--- config.mk ---
export PLATFORM = sky130hd
export DESIGN_NAME = cau_front_flat
export DESIGN_NICKNAME = d
export VERILOG_FILES = /design/src/cau_pkg.sv /design/src/cau_if.sv /design/src/cau_front.sv /design/src/flat_wrapper.sv
export SDC_FILE = /design/constraint.sdc
export NUM_CORES = 1
export LEC_CHECK = 0
export BUFFER_PORTS_ARGS = -buffer_cell sky130_fd_sc_hd__buf_2
export CORE_UTILIZATION = 40
export CTS_CLUSTER_SIZE = 8
export DETAILED_ROUTE_END_ITERATION = 12
export SETUP_SLACK_MARGIN = 0.05
export SKIP_CTS_REPAIR_TIMING = 1
export SYNTH_ARGS = -nofsm -noshare
export SYNTH_HDL_FRONTEND = slang
export SYNTH_SLANG_ARGS = --single-unit
--- constraint.sdc ---
create_clock -name clk -period 5.5 [get_ports clk]
set_input_delay 0.275 -clock clk [delete_from_list [all_inputs] [get_ports clk]]
set_output_delay 0.275 -clock clk [all_outputs]
set_load 0.02 [all_outputs]
--- src/cau_pkg.sv ---
// Shared types and default constants for the complex arithmetic unit.
`default_nettype none

package cau_pkg;

  localparam int WORD_BITS  = 32;
  localparam int FRAC_BITS  = 16;
  localparam int FIFO_DEPTH = 2;

  typedef enum logic [1:0] {
    OP_ADD = 2'd0,
    OP_SUB = 2'd1,
    OP_MUL = 2'd2,
    OP_DIV = 2'd3
  } op_t;

  typedef struct packed {
    logic is_sub;
    logic is_mul;
    logic is_div;
  } ctrl_t;

endpackage

`default_nettype wire

--- src/cau_if.sv ---
// Valid/ready channel interfaces for the operand and result words.
`default_nettype none

interface cau_in_if #(parameter int WORD_BITS = cau_pkg::WORD_BITS);
  logic                        valid;
  logic                        ready;
  logic [1:0]                  op;
  logic signed [WORD_BITS-1:0] a_real;
  logic signed [WORD_BITS-1:0] a_imag;
  logic signed [WORD_BITS-1:0] b_real;
  logic signed [WORD_BITS-1:0] b_imag;

  modport source (output valid, op, a_real, a_imag, b_real, b_imag, input ready);
  modport sink (input valid, op, a_real, a_imag, b_real, b_imag, output ready);
endinterface


`default_nettype wire

--- src/cau_front.sv ---
// Front end: accepts operand words, decodes the opcode and queues them.
`default_nettype none

module cau_front #(
  parameter int W     = cau_pkg::WORD_BITS,
  parameter int DEPTH = cau_pkg::FIFO_DEPTH
) (
  input  wire logic         clk,
  input  wire logic         rst_n,
  cau_in_if.sink            in_ch,
  input  wire logic         pop,
  output logic              head_valid,
  output cau_pkg::ctrl_t    head_ctrl,
  output logic signed [W-1:0] head_ar,
  output logic signed [W-1:0] head_ai,
  output logic signed [W-1:0] head_br,
  output logic signed [W-1:0] head_bi
);

  localparam int PTR_W = (DEPTH > 1) ? $clog2(DEPTH) : 1;
  localparam int CNT_W = $clog2(DEPTH + 1);

  cau_pkg::ctrl_t     ctrl_mem [DEPTH];
  logic signed [W-1:0] ar_mem [DEPTH];
  logic signed [W-1:0] ai_mem [DEPTH];
  logic signed [W-1:0] br_mem [DEPTH];
  logic signed [W-1:0] bi_mem [DEPTH];

  logic [PTR_W-1:0] wr_ptr_r;
  logic [PTR_W-1:0] rd_ptr_r;
  logic [CNT_W-1:0] count_r;
  logic             push;
  cau_pkg::ctrl_t   ctrl_in;

  assign in_ch.ready = (count_r != CNT_W'(DEPTH));
  assign push        = in_ch.valid && in_ch.ready;
  assign head_valid  = (count_r != '0);

  always_comb begin
    ctrl_in = '0;
    unique case (cau_pkg::op_t'(in_ch.op))
      cau_pkg::OP_ADD: ctrl_in = '0;
      cau_pkg::OP_SUB: ctrl_in.is_sub = 1'b1;
      cau_pkg::OP_MUL: ctrl_in.is_mul = 1'b1;
      cau_pkg::OP_DIV: ctrl_in.is_div = 1'b1;
    endcase
  end

  always_ff @(posedge clk) begin
    if (!rst_n) begin
      wr_ptr_r <= '0;
      rd_ptr_r <= '0;
      count_r  <= '0;
    end else begin
      if (push) begin
        wr_ptr_r <= (wr_ptr_r == PTR_W'(DEPTH - 1)) ? '0 : wr_ptr_r + 1'b1;
      end
      if (pop) begin
        rd_ptr_r <= (rd_ptr_r == PTR_W'(DEPTH - 1)) ? '0 : rd_ptr_r + 1'b1;
      end
      if (push && !pop) begin
        count_r <= count_r + 1'b1;
      end else if (pop && !push) begin
        count_r <= count_r - 1'b1;
      end
    end
  end

  always_ff @(posedge clk) begin
    if (push) begin
      ctrl_mem[wr_ptr_r] <= ctrl_in;
      ar_mem[wr_ptr_r]   <= in_ch.a_real;
      ai_mem[wr_ptr_r]   <= in_ch.a_imag;
      br_mem[wr_ptr_r]   <= in_ch.b_real;
      bi_mem[wr_ptr_r]   <= in_ch.b_imag;
    end
  end

  assign head_ctrl = ctrl_mem[rd_ptr_r];
  assign head_ar   = ar_mem[rd_ptr_r];
  assign head_ai   = ai_mem[rd_ptr_r];
  assign head_br   = br_mem[rd_ptr_r];
  assign head_bi   = bi_mem[rd_ptr_r];

endmodule

`default_nettype wire

--- src/flat_wrapper.sv ---
// flat-port wrapper written by rule: the top's interface ports become plain ports
module cau_front_flat 
#(
  parameter int W     = cau_pkg::WORD_BITS,
  parameter int DEPTH = cau_pkg::FIFO_DEPTH
)
  (clk, rst_n, pop, head_valid, head_ctrl, head_ar, head_ai, head_br, head_bi, in_ch_valid, in_ch_op, in_ch_a_real, in_ch_a_imag, in_ch_b_real, in_ch_b_imag, in_ch_ready);
  cau_in_if in_ch_i ();
  input  wire logic clk;
  input  wire logic rst_n;
  input  wire logic pop;
  output logic head_valid;
  output cau_pkg::ctrl_t head_ctrl;
  output logic signed [W-1:0] head_ar;
  output logic signed [W-1:0] head_ai;
  output logic signed [W-1:0] head_br;
  output logic signed [W-1:0] head_bi;
  input wire logic [$bits(in_ch_i.valid)-1:0] in_ch_valid;
  input wire logic [$bits(in_ch_i.op)-1:0] in_ch_op;
  input wire logic [$bits(in_ch_i.a_real)-1:0] in_ch_a_real;
  input wire logic [$bits(in_ch_i.a_imag)-1:0] in_ch_a_imag;
  input wire logic [$bits(in_ch_i.b_real)-1:0] in_ch_b_real;
  input wire logic [$bits(in_ch_i.b_imag)-1:0] in_ch_b_imag;
  output wire logic [$bits(in_ch_i.ready)-1:0] in_ch_ready;
  assign in_ch_i.valid = in_ch_valid;
  assign in_ch_i.op = in_ch_op;
  assign in_ch_i.a_real = in_ch_a_real;
  assign in_ch_i.a_imag = in_ch_a_imag;
  assign in_ch_i.b_real = in_ch_b_real;
  assign in_ch_i.b_imag = in_ch_b_imag;
  assign in_ch_ready = in_ch_i.ready;
  cau_front #(.W(W), .DEPTH(DEPTH)) u_core (.clk(clk), .rst_n(rst_n), .in_ch(in_ch_i), .pop(pop), .head_valid(head_valid), .head_ctrl(head_ctrl), .head_ar(head_ar), .head_ai(head_ai), .head_br(head_br), .head_bi(head_bi));
endmodule
==> impl_metrics.ini <==
[routing]
drt.antenna.violating_nets = 0
total_number_of_vias = 5433
remaining_drc_errors = 0
drt_iter0_markers = 266
route.detailed.wl_per_inst_um = 16.5
detailedRoute.firstPassIterationCount = 4
via_per_inst = 4.56
totalWireLength_mm = 19.7

[yosys]
synth_compound_gate_area_share_pct = 0.298
yosys_register_bits = 267
synth.net_count = 570
postSynthCellCount = 435
synth-async-reset-ratio_pct = 0
yosysSeqAreaShare_pct = 79.0
syn_area_per_cell_um2 = 23.2
ys_types = 21
synth_top_family_by_area = multiplexers
syn_area_um2 = 10100
synth_enable_flop_cells = 262
yosys_most_used_dff = sky130_fd_sc_hd__edfxtp_1
synth_simple_gate_area_share_pct = 0.831
total_of_warnings_raised_by_yosys = 0
multiplexer_area_fraction_after_synthesis_pct = 18.0
synthXorXnorAreaFrac_pct = 0.260
yosys.area_share.adder_pct = 0.124

[placement]
dpl.cell_count = 1015
place.gp.congestion = 0.740
place.detailed.hpwl_mm = 12.0
portBuffers = 266
area_of_placed_instances_um2 = 11700

[grt]
vias_in_the_first_global_route = 5181
grt_max_degree = 86
initial_antenna_violation_count = 0
grt_pass1_wl_mm = 27.6
grt-ovfl-total = 0
grt.total_usage_pct = 13.8

[setup_path]
timing.critical_path.required_ns = 5.22
critical_path_arrival_ns = 2.55
path_delay_family = buffers and inverters
critical_path.n_buffers_inverters = 2
critical_path.startpoint_type = flip-flop
path_cells = buf_4, mux2_2, buf_2
worstSetupEndpointType = output port
timing_worst_setup_path_type = reg -> out
critical_path.slowest_cell = sky130_fd_sc_hd__buf_4
crit_path_max_incr_delay_ns = 0.84
cp_max_fo = 62

[sta]
hold_viol = 0
fin_tns_setup_ns = 0
rsz0062_at_grt = no
fin_crit_sh_pct = 51.3
final_max_slew_viol_count = 0
fin_skew_ns = 0.0109
final_period_minus_worst_setup_slack_ns = 2.82
setup_viol = 0
max_freq_ghz = 0.354
hold-worst-slack_ns = 0.0503
timing_worst_slew_pin_value_ns = 1.08
slew-limit-headroom_pct = 28.0

[status]
status = finished, final reports clean

[cells_and_area]
insertedDiodeCount = 0
layout_commonest_cell = sky130_fd_sc_hd__buf_2
final_net_count = 995
synthToLayoutAreaGrowth_pct = 39.5
cell_area_after_layout_um2 = 14100
most-common-layout-cells = 266 x sky130_fd_sc_hd__buf_2, 262 x sky130_fd_sc_hd__edfxtp_1, 128 x sky130_fd_sc_hd__dlygate4sd3_1
proportion_of_layout_cells_with_a_drive_suffix_above_1_pct = 51.8
instances_no_fill = 1192

[power]
p_per_area_nw_per_um2 = 390
power.leakage_nw = 5.51
report.power.total_mw = 5.49
vdd_drop_max_mv = 0.314

[clock_network]
insertion_delay_ns = 0.49
cts.sink_count = 267
root_buffer = sky130_fd_sc_hd__clkbuf_16
cts.clk_slew.worst_paths_ns = 0.05
cts_buffer_depth = 3
cts_tree = done
clock_tree.htree_level_count = 2
cts_buffers = 39

[floorplan]
dieArea_um2 = 25900
floorplan.die.height_um = 161
floorplan.core_area_um2 = 24500
dieWidth_um = 161
top_level_ports = 267
initial_core_util_pct = 41.1
num_rows = 57

[hold_path]
worst_hold_path_type = in -> reg

[job]
timing.max_cap.violations = 0
-- state kept, by name, summed over array words and instances, names as in the netlist, named ones only --
name and cells:
u_core.rd_ptr_r 1, u_core.bi_mem 64, u_core.ctrl_mem 6, u_core.count_r 2
u_core.wr_ptr_r 1, u_core.ai_mem 64, u_core.ar_mem 64, u_core.br_mem 64
-- through the flow --
stage,worst slack (ns),utilization (%)
final,2.68,57.3
after detailed placement,2.91,47.8
after CTS,2.59,52.1
after global placement,3.02,47.8
after global routing,2.52,57.3
after floorplan,1.35,-
-- metal layers --
| layer | wire length, um | vias up | global-route usage [%] |
|---|---|---|---|
| li1 | - | 2570 | - |
| met1 | 8160 | 2608 | 17.0 |
| met2 | 9510 | 225 | 22.7 |
| met3 | 1690 | 30 | 5.22 |
| met4 | 308 | 0 | 4.16 |
| met5 | 0 | - | 0 |
-- power by group --
part	internal (mW)	switching [mW]
Clock	1.31	0.744
Sequential	2.48	0.0544
Combinational	0.402	0.493
-- path summary, 6_finish.rpt --
| path | from | slack (ns) | to | cells past startpoint |
|---|---|---|---|---|
| worst max-delay path | flip-flop | 2.68 | head_ar[28] | 3 |
| worst min-delay path | rst_n | 0.05 | u_core.rd_ptr_r | 2 |
| worst max register to register | u_core.count_r[0] | 2.99 | u_core.br_mem[1][29] | 3 |
| worst min register to register | u_core.count_r[1] | 0.55 | u_core.count_r[1] | 2 |
-- layout make-up --
type,count,area [um^2]
Sequential cell,267,7970
Inverter,2,12.5
Timing Repair Buffer,399,2650
Clock buffer,48,1050
Tap cell,324,405
Multi-Input combinational cell,151,1970
Fill cell,1902,10500
Clock inverter,1,7.51
-- kinds of logic (layout without fill, tap and decap cells) --
| family | count (synthesis) | count (layout) |
|---|---|---|
| AND/OR/NAND/NOR | 12 | 12 |
| adder cells (fa/ha/maj) | 1 | 1 |
| flip-flops | 267 | 267 |
| AO/OA/AOI/OAI | 4 | 4 |
| XOR/XNOR | 3 | 3 |
| buffers and inverters | 17 | 450 |
| multiplexers | 131 | 131 |
-- worst register-to-register path: stages (launching register included) --
cell,delay (ns)
sky130_fd_sc_hd__dfxtp_1,0.40
sky130_fd_sc_hd__nand2b_4,0.18
sky130_fd_sc_hd__and3_4,0.81
sky130_fd_sc_hd__buf_4,0.70
-- cells in the mapped netlist (all sizes together) (2+ instances only) --
library cell	number	area share, %
edfxtp	262	78
buf	15	1.5
and2	5	0.31
xor2	2	0.17
a21boi	2	0.15
nor2b	2	0.12
mux2	131	18
dfxtp	5	0.99
inv	2	0.074
No activity file was read; power rests on OpenSTA's default activity.
